File: src/rtl/dssm_pkg.sv
// Package for the two-stacks-in-one-array block: sizes, codes and the
// control/status structs between the controller and the datapath. No dependencies.
package dssm_pkg;

  localparam int DEPTH_DEF = 128;
  localparam int DATA_W    = 32;
  localparam int STATUS_W  = 2;

  // operation and stack select codes
  localparam logic OP_PUSH    = 1'b0;
  localparam logic OP_POP     = 1'b1;
  localparam logic STACK_LOW  = 1'b0;
  localparam logic STACK_HIGH = 1'b1;

  // result status codes
  localparam logic [STATUS_W-1:0] ST_OK       = 2'd0;
  localparam logic [STATUS_W-1:0] ST_OVERFLOW = 2'd1;
  localparam logic [STATUS_W-1:0] ST_EMPTY    = 2'd2;

  // controller -> datapath
  typedef struct packed {
    logic take;     // input beat accepted this cycle
    logic capture;  // RAM read data valid, load it into the result register
  } ctrl_cmd_t;

  // datapath -> controller
  typedef struct packed {
    logic pop_go;   // present item is a pop on a non-empty stack
  } dp_stat_t;

endpackage

File: src/rtl/dssm_ram.sv
// Generic single-port RAM, one write or one read per cycle, registered read.
// No dependencies.
module dssm_ram #(
  parameter int WIDTH = 32,
  parameter int DEPTH = 128
) (
  input  logic                     clk,
  input  logic                     we,
  input  logic                     re,
  input  logic [$clog2(DEPTH)-1:0] addr,
  input  logic [WIDTH-1:0]         wdata,
  output logic [WIDTH-1:0]         rdata
);

  logic [WIDTH-1:0] mem [DEPTH];
  logic [WIDTH-1:0] rdata_r;

  always_ff @(posedge clk) begin
    if (we) begin
      mem[addr] <= wdata;
    end
    if (re) begin
      rdata_r <= mem[addr];
    end
  end

  assign rdata = rdata_r;

endmodule

File: src/rtl/dssm_ctrl.sv
// Controller: idle / read / respond sequencer for the dual stack.
// Depends on dssm_pkg.
module dssm_ctrl (
  input  logic                 clk,
  input  logic                 rst_n,
  input  logic                 in_valid,
  output logic                 in_ready,
  output logic                 out_valid,
  input  logic                 out_ready,
  input  dssm_pkg::dp_stat_t   stat,
  output dssm_pkg::ctrl_cmd_t  cmd
);

  localparam logic [1:0] S_IDLE = 2'd0;
  localparam logic [1:0] S_READ = 2'd1;
  localparam logic [1:0] S_RESP = 2'd2;

  logic [1:0] state_r, state_nxt;

  assign in_ready    = (state_r == S_IDLE);
  assign out_valid   = (state_r == S_RESP);
  assign cmd.take    = in_valid && in_ready;
  assign cmd.capture = (state_r == S_READ);

  always_comb begin
    state_nxt = state_r;
    case (state_r)
      S_IDLE: begin
        if (in_valid) begin
          state_nxt = stat.pop_go ? S_READ : S_RESP;
        end
      end
      S_READ: begin
        state_nxt = S_RESP;
      end
      S_RESP: begin
        if (out_ready) begin
          state_nxt = S_IDLE;
        end
      end
      default: begin
        state_nxt = S_IDLE;
      end
    endcase
  end

  always_ff @(posedge clk) begin
    if (!rst_n) begin
      state_r <= S_IDLE;
    end else begin
      state_r <= state_nxt;
    end
  end

endmodule

File: src/rtl/dssm_dp.sv
// Datapath: stack counters, address generation, shared word RAM, result register.
// Depends on dssm_pkg and dssm_ram.
module dssm_dp #(
  parameter int DEPTH = dssm_pkg::DEPTH_DEF
) (
  input  logic                                clk,
  input  logic                                rst_n,
  input  dssm_pkg::ctrl_cmd_t                 cmd,
  output dssm_pkg::dp_stat_t                  stat,
  input  logic                                in_op,
  input  logic                                in_which_stack,
  input  logic signed [dssm_pkg::DATA_W-1:0]  in_push_value,
  output logic signed [dssm_pkg::DATA_W-1:0]  out_pop_value,
  output logic [dssm_pkg::STATUS_W-1:0]       out_status
);

  localparam int CW = $clog2(DEPTH + 1);
  localparam int AW = $clog2(DEPTH);

  logic [CW-1:0] low_cnt_r, low_cnt_nxt;
  logic [CW-1:0] high_cnt_r, high_cnt_nxt;
  logic [dssm_pkg::DATA_W-1:0]   value_r, value_nxt;
  logic [dssm_pkg::STATUS_W-1:0] status_r, status_nxt;
  logic [dssm_pkg::DATA_W-1:0]   ram_rdata;

  logic [CW-1:0] used;
  logic          full;
  logic          sel_empty;
  logic          push_ok;
  logic          pop_ok;
  logic [CW-1:0] addr_c;

  // both counts together never exceed DEPTH, so CW bits hold the sum
  assign used      = low_cnt_r + high_cnt_r;
  assign full      = (used == CW'(DEPTH));
  assign sel_empty = (in_which_stack == dssm_pkg::STACK_HIGH) ? (high_cnt_r == '0)
                                                              : (low_cnt_r == '0);
  assign push_ok   = (in_op == dssm_pkg::OP_PUSH) && !full;
  assign pop_ok    = (in_op == dssm_pkg::OP_POP) && !sel_empty;

  assign stat.pop_go = pop_ok;

  always_comb begin
    case ({in_which_stack, in_op})
      {dssm_pkg::STACK_LOW,  dssm_pkg::OP_PUSH}: addr_c = low_cnt_r;
      {dssm_pkg::STACK_LOW,  dssm_pkg::OP_POP }: addr_c = low_cnt_r - CW'(1);
      {dssm_pkg::STACK_HIGH, dssm_pkg::OP_PUSH}: addr_c = CW'(DEPTH - 1) - high_cnt_r;
      {dssm_pkg::STACK_HIGH, dssm_pkg::OP_POP }: addr_c = CW'(DEPTH) - high_cnt_r;
      default:                                   addr_c = '0;
    endcase
  end

  dssm_ram #(
    .WIDTH (dssm_pkg::DATA_W),
    .DEPTH (DEPTH)
  ) u_ram (
    .clk   (clk),
    .we    (cmd.take && push_ok),
    .re    (cmd.take && pop_ok),
    .addr  (addr_c[AW-1:0]),
    .wdata (in_push_value),
    .rdata (ram_rdata)
  );

  always_comb begin
    low_cnt_nxt  = low_cnt_r;
    high_cnt_nxt = high_cnt_r;
    value_nxt    = value_r;
    status_nxt   = status_r;
    if (cmd.take) begin
      value_nxt = '0;
      if (in_op == dssm_pkg::OP_PUSH) begin
        status_nxt = push_ok ? dssm_pkg::ST_OK : dssm_pkg::ST_OVERFLOW;
        if (push_ok) begin
          if (in_which_stack == dssm_pkg::STACK_HIGH) begin
            high_cnt_nxt = high_cnt_r + CW'(1);
          end else begin
            low_cnt_nxt = low_cnt_r + CW'(1);
          end
        end
      end else begin
        status_nxt = pop_ok ? dssm_pkg::ST_OK : dssm_pkg::ST_EMPTY;
        if (pop_ok) begin
          if (in_which_stack == dssm_pkg::STACK_HIGH) begin
            high_cnt_nxt = high_cnt_r - CW'(1);
          end else begin
            low_cnt_nxt = low_cnt_r - CW'(1);
          end
        end
      end
    end
    if (cmd.capture) begin
      value_nxt = ram_rdata;
    end
  end

  always_ff @(posedge clk) begin
    if (!rst_n) begin
      low_cnt_r  <= '0;
      high_cnt_r <= '0;
    end else begin
      low_cnt_r  <= low_cnt_nxt;
      high_cnt_r <= high_cnt_nxt;
    end
  end

  always_ff @(posedge clk) begin
    value_r  <= value_nxt;
    status_r <= status_nxt;
  end

  assign out_pop_value = value_r;
  assign out_status    = status_r;

endmodule

File: src/rtl/dual_stack_shared_memory_top.sv
// Top level of the dual stack: two LIFO stacks in one shared word RAM.
// Depends on dssm_pkg, dssm_ctrl and dssm_dp (which holds dssm_ram).
//
// Two stacks share one RAM of DEPTH signed 32-bit words: the low stack
// (which_stack 0) fills from address 0 upward, the high stack (which_stack 1)
// from DEPTH-1 downward. Each input beat is one push or pop and gives exactly
// one result beat carrying pop_value and status (0 ok, 1 overflow on push,
// 2 empty on pop). A push is refused once the two stacks hold DEPTH words
// between them; a pop is refused on an empty stack; a refused operation leaves
// all state as it was and returns pop_value zero. One item is handled at a
// time: a push or a refused operation goes from the idle state straight to
// the result, while a successful pop first passes through a read state for the
// registered read of the single-port word RAM. The result stays on the output
// until taken, and no new input beat is accepted meanwhile. No clearing pass
// is needed after reset: a pop only ever reads a word its stack has written.
module dual_stack_shared_memory_top #(
  parameter int DEPTH = dssm_pkg::DEPTH_DEF
) (
  input  logic                                clk,
  input  logic                                rst_n,
  input  logic                                in_valid,
  output logic                                in_ready,
  input  logic                                in_op,
  input  logic                                in_which_stack,
  input  logic signed [dssm_pkg::DATA_W-1:0]  in_push_value,
  output logic                                out_valid,
  input  logic                                out_ready,
  output logic signed [dssm_pkg::DATA_W-1:0]  out_pop_value,
  output logic [dssm_pkg::STATUS_W-1:0]       out_status
);

  dssm_pkg::ctrl_cmd_t cmd;
  dssm_pkg::dp_stat_t  stat;

  // sequencer: accept, optional RAM read cycle, hold result until taken
  dssm_ctrl u_ctrl (
    .clk       (clk),
    .rst_n     (rst_n),
    .in_valid  (in_valid),
    .in_ready  (in_ready),
    .out_valid (out_valid),
    .out_ready (out_ready),
    .stat      (stat),
    .cmd       (cmd)
  );

  // counters, addressing, RAM and result register
  dssm_dp #(
    .DEPTH (DEPTH)
  ) u_dp (
    .clk            (clk),
    .rst_n          (rst_n),
    .cmd            (cmd),
    .stat           (stat),
    .in_op          (in_op),
    .in_which_stack (in_which_stack),
    .in_push_value  (in_push_value),
    .out_pop_value  (out_pop_value),
    .out_status     (out_status)
  );

  // status on a result beat is always a defined code
  a_status_code: assert property (@(posedge clk) disable iff (!rst_n)
    out_valid |-> (out_status == dssm_pkg::ST_OK) ||
                  (out_status == dssm_pkg::ST_OVERFLOW) ||
                  (out_status == dssm_pkg::ST_EMPTY))
    else $error("undefined status code on result");

  // a refused operation returns zero
  a_fail_zero: assert property (@(posedge clk) disable iff (!rst_n)
    (out_valid && out_status != dssm_pkg::ST_OK) |-> (out_pop_value == '0))
    else $error("non-zero value on refused operation");

  // one item in flight: no input beat right after one is taken
  a_one_item: assert property (@(posedge clk) disable iff (!rst_n)
    (in_valid && in_ready) |=> !in_ready)
    else $error("second item accepted while one in flight");

  // a push answers in the next cycle and never reports empty
  a_push_resp: assert property (@(posedge clk) disable iff (!rst_n)
    (in_valid && in_ready && in_op == dssm_pkg::OP_PUSH) |=>
      (out_valid && out_status != dssm_pkg::ST_EMPTY))
    else $error("push result late or wrong status");

endmodule
File: config.mk
export PLATFORM = sky130hd
export DESIGN_NAME = dual_stack_shared_memory_top
export DESIGN_NICKNAME = d
export VERILOG_FILES = /design/src/rtl/dssm_pkg.sv /design/src/rtl/dssm_ram.sv /design/src/rtl/dssm_ctrl.sv /design/src/rtl/dssm_dp.sv /design/src/rtl/dual_stack_shared_memory_top.sv
export SDC_FILE = /design/constraint.sdc
export NUM_CORES = 2
export LEC_CHECK = 0
export BUFFER_PORTS_ARGS = -buffer_cell sky130_fd_sc_hd__buf_2
export CORE_ASPECT_RATIO = 0.7
export CORE_UTILIZATION = 50
export CTS_CLUSTER_DIAMETER = 80
export DETAILED_ROUTE_END_ITERATION = 8
export PLACE_DENSITY_LB_ADDON = 0.2
export SYNTH_ARGS = -nofsm -noshare
export SYNTH_HDL_FRONTEND = slang
export SYNTH_SLANG_ARGS = --single-unit
File: constraint.sdc
create_clock -name clk -period 5.6 [get_ports clk]
set_clock_uncertainty 0.2 [all_clocks]
set_input_delay 1.12 -clock clk [delete_from_list [all_inputs] [get_ports clk]]
set_output_delay 1.12 -clock clk [all_outputs]
set_load 0.03 [all_outputs]
==> summary.log <==
INFO  outcome        run_status=finished clean
INFO  synth          yosysUniqueCellTypes=63
INFO  synth          netlist_area=153,000µm²
INFO  synth          synthXorXnorAreaFrac=0.00154
INFO  clock_tree     cts.root.buffer_cell=clkbuf_16
INFO  synth          ys_ff_latch=4,180
INFO  worst_setup_path critical_path.max_fanout=16
INFO  layout         drive_above_1_share=0.162
INFO  drt            avgViaCountPerCell=7.04
INFO  synth          synth_flop_type=edfxtp_1
INFO  synth          netlist_top_cells_area=edfxtp_1 82%, a22o_1 4.1%, a22oi_1 3.1%
INFO  worst_setup_path timing_worst_setup_path_type=reg2reg
INFO  worst_setup_path crit-reg2reg-launch=u_dp.low_cnt_r[0]
INFO  floorplan      dieHeight=465µm
INFO  synth          warnings_from_yosys=0
INFO  worst_setup_path cp_data_arrival_time=5.90ns
INFO  clock_tree     cts.repair_timing.setup_buffer_count=0
INFO  drt            detail_route.wirelength=493,000µm
INFO  clock_tree     max-clock-path-buffers=4
INFO  timing         worst_case_setup_margin_in_the_final_layout=0.0945ns
INFO  worst_setup_path crit_start=u_dp.low_cnt_r[0]
INFO  worst_setup_path worstPathRequired=6.00ns
INFO  timing         setup_repair_after_global_routing_missed_its_margin=no
INFO  timing         final.hold.worst_slack=0.324ns
INFO  min_path       min_path_type=in2reg
INFO  floorplan      die_area=308,000µm²
INFO  synth          synth_top_cell_by_area=edfxtp_1
INFO  floorplan      core-area=304,000µm²
INFO  timing         finalSetupViolations=0
INFO  floorplan      floorplan.io_pins=74
INFO  drt            route.detailed.drc=0
INFO  clock_tree     tritoncts=done
INFO  drt            num_vias=90,512
INFO  layout         design.final.nets=8,597
INFO  timing         timing.slew.headroom=0.0263
INFO  synth          synth_seq_area_share=0.819
INFO  synth          synth_simple_gate_area_frac=0.0191
INFO  placed_design  minimum_setup_slack_after_placement=-0.418ns
INFO  synth          synth_nets=8,092
INFO  synth          synthMostInstantiatedCell=edfxtp_1
INFO  timing         final-max-slew-violation-count=0
INFO  synth          synth_top_cells_by_count=4,162 x edfxtp_1, 708 x a22o_1, 640 x a22oi_1
INFO  synth          synth_top_area_share=0.816
INFO  grt            grt-ovfl-total=0
INFO  power_and_ir_drop leakage=0.0542µW
INFO  drt            initial_drc_count=15,269
INFO  timing         worst_slew_pin_slew=1.45ns
INFO  timing         post-route-period-util=0.983
INFO  grt            maximum_number_of_pins_on_one_net_before_global_route_repair=129
INFO  timing         fmax=182MHz
INFO  worst_setup_path logic_depth_of_the_worst_register_to_register_path=14
INFO  floorplan      die_w=663µm
INFO  synth          postSynthCellCount=8,036
INFO  worst_setup_path rr_endpoint=u_dp.u_ram.rdata[4]
INFO  drt            final_antenna_net_count=0
INFO  synth          area_fraction_in_compound_gates_after_synthesis=0.142
INFO  floorplan      core.rowCount=169
INFO  grt            grt_usage=0.311
INFO  synth          synth_top_family_by_area=compound AO/OA/AOI/OAI gates
INFO  drt            dr.pass1.iters=6
INFO  synth          synth_enable_flop_cells=4,162
INFO  timing         final_critical_delay_including_setup_and_external_delays=5.51ns
INFO  clock_tree     worst_skew_pair.late_latency=0.94ns
INFO  worst_setup_path timing.reg2reg.setup_slack=0.09ns
INFO  worst_setup_path critPathLaunchType=flop
INFO  placed_design  hpwl=281,000µm
INFO  placed_design  routabilityCongestion=0.859
INFO  drt            routed_wire_length_per_instance=38.3µm
INFO  synth          synth.area.mux_share=0.000907
INFO  clock_tree     path_clk_slew=0.07ns
INFO  grt            grt_pass1_vias=86,059
INFO  layout         area_growth_syn_to_layout=15.4%
INFO  grt            grt_first_pass_wirelength=679,000µm
INFO  synth          synth.avg_cell_area=19.0µm²
INFO  floorplan      floorplan.initialDensity=0.504
INFO  timing         hold_viol_final=0
INFO  synth          yosys.area_share.adder=0.00157
INFO  power_and_ir_drop peakVddDrop=0.252mV
INFO  clock_tree     cts_num_sinks=4,180
INFO  worst_setup_path critPathCaptureType=flop
INFO  clock_tree     cts_inserted_buffers=368
INFO  synth          share_of_async_settable_or_async_resettable_flops_after_synthesis=0
INFO  placed_design  portBuffers=73
INFO  clock_tree     h_tree_levels=5
INFO  power_and_ir_drop power.density_cell_area=398nW/µm²
INFO  worst_setup_path cp-endpoint=u_dp.u_ram.rdata[4]
INFO  grt            antenna_violations_before_repair=31
INFO  run            drv_cap=0
==> worst max-delay path: stages, from the launching register on <==
cell       delay, ns
dfxtp_1         0.50
inv_1           0.13
ha_1            0.24
and2_0          0.27
mux2i_4         0.49
a221oi_4        0.21
buf_12          0.23
buf_12          0.17
buf_4           0.23
a32o_1          0.22
nor4_1          0.63
o22ai_1         0.29
o31ai_1         0.90
buf_4           0.31
o2111ai_1       0.12
==> kinds of logic (layout without fill, tap and decap cells) <==
group,count (synthesis),in the layout
simple gates,544,544
other cells,0,13
compound gates,2651,2651
xor+xnor,27,27
flops,4180,4180
fa+ha+maj,18,18
mux,10,10
buf+inv,606,1391
==> worst min path at each step <==
stage / start / to / cells past startpoint
finish: out_ready / u_ctrl.state_r[1] / 4
global route: out_ready / u_ctrl.state_r[1] / 4
CTS: out_ready / u_ctrl.state_r[1] / 4
detailed placement: u_dp.u_ram.rdata[8] / u_dp.out_pop_value[8] / 1
global placement: u_dp.low_cnt_r[7] / u_dp.low_cnt_r[7] / 2
floorplan: u_dp.u_ram.rdata[0] / u_dp.out_pop_value[0] / 1
==> power by group <==
group	total (µW)	switching, µW	internal [µW]
clock	24900	11100	13700
combinational	10700	7360	3330
sequential	34700	119	34600
total	70300	18600	51700
==> final cells by class <==
class                           instances  area (µm²)
Antenna cell                           13        32.5
Clock buffer                          462        9870
Sequential cell                      4180      125000
Inverter                               17        63.8
Timing Repair Buffer                  724        8210
Multi-Input combinational cell       3250       26600
Clock inverter                        188        1580
Tap cell                             4018        5030
Fill cell                           22065      127000
==> layer usage <==
layer / GRT usage / vias up / share of wire
met5: 0 / - / 0.00028
met2: 0.449 / 6802 / 0.43
met1: 0.460 / 47074 / 0.39
met3: 0.0906 / 803 / 0.14
li1: - / 35813 / -
met4: 0.0957 / 20 / 0.033
==> placed cells by master (no fill, tap or decap), types with 35 or more instances in the layout <==
cell and instances:
nor2_4 132, o22ai_1 100, clkbuf_16 381, nand3_1 45, clkbuf_1 78, a31oi_1 321
a22oi_1 640, a32o_1 344, buf_12 227, buf_4 447, a221oi_1 320, buf_2 41
clkinv_1 81, nor4_1 214, edfxtp_1 4162, a22o_1 708, o31ai_1 63, clkinv_2 69
and2_1 35
==> what timing repair did <==
item | in CTS | in global routing
resized for setup | 0 | 2
hold buffers | 0 | 0
endpoints found under the setup margin | 0 | 3
==> state kept, by name, indices dropped and copies added (netlist names) <==
signal,cells
u_dp.u_ram.mem,4096
u_dp.out_pop_value,32
u_dp.u_ram.rdata,32
u_dp.high_cnt_r,8
u_dp.low_cnt_r,8
u_ctrl.state_r,2
u_dp.out_status,2
==> stage by stage <==
stage | area, µm² | utilization | power [µW] | TNS (ns) | std cells
2_1_floorplan | 153000 | - | 40000 | 0 | 8036
3_3_place_gp | 165000 | 0.543 | 45600 | -12.66 | 12174
3_5_place_dp | 165000 | 0.544 | 45800 | -4.45 | 12187
4_1_cts | 177000 | 0.582 | 70100 | 0 | 12837
5_1_grt | 177000 | 0.582 | 71700 | 0 | 12840
6_report | 177000 | 0.582 | 70300 | 0 | 12852
(Power assumes the default switching activity.)
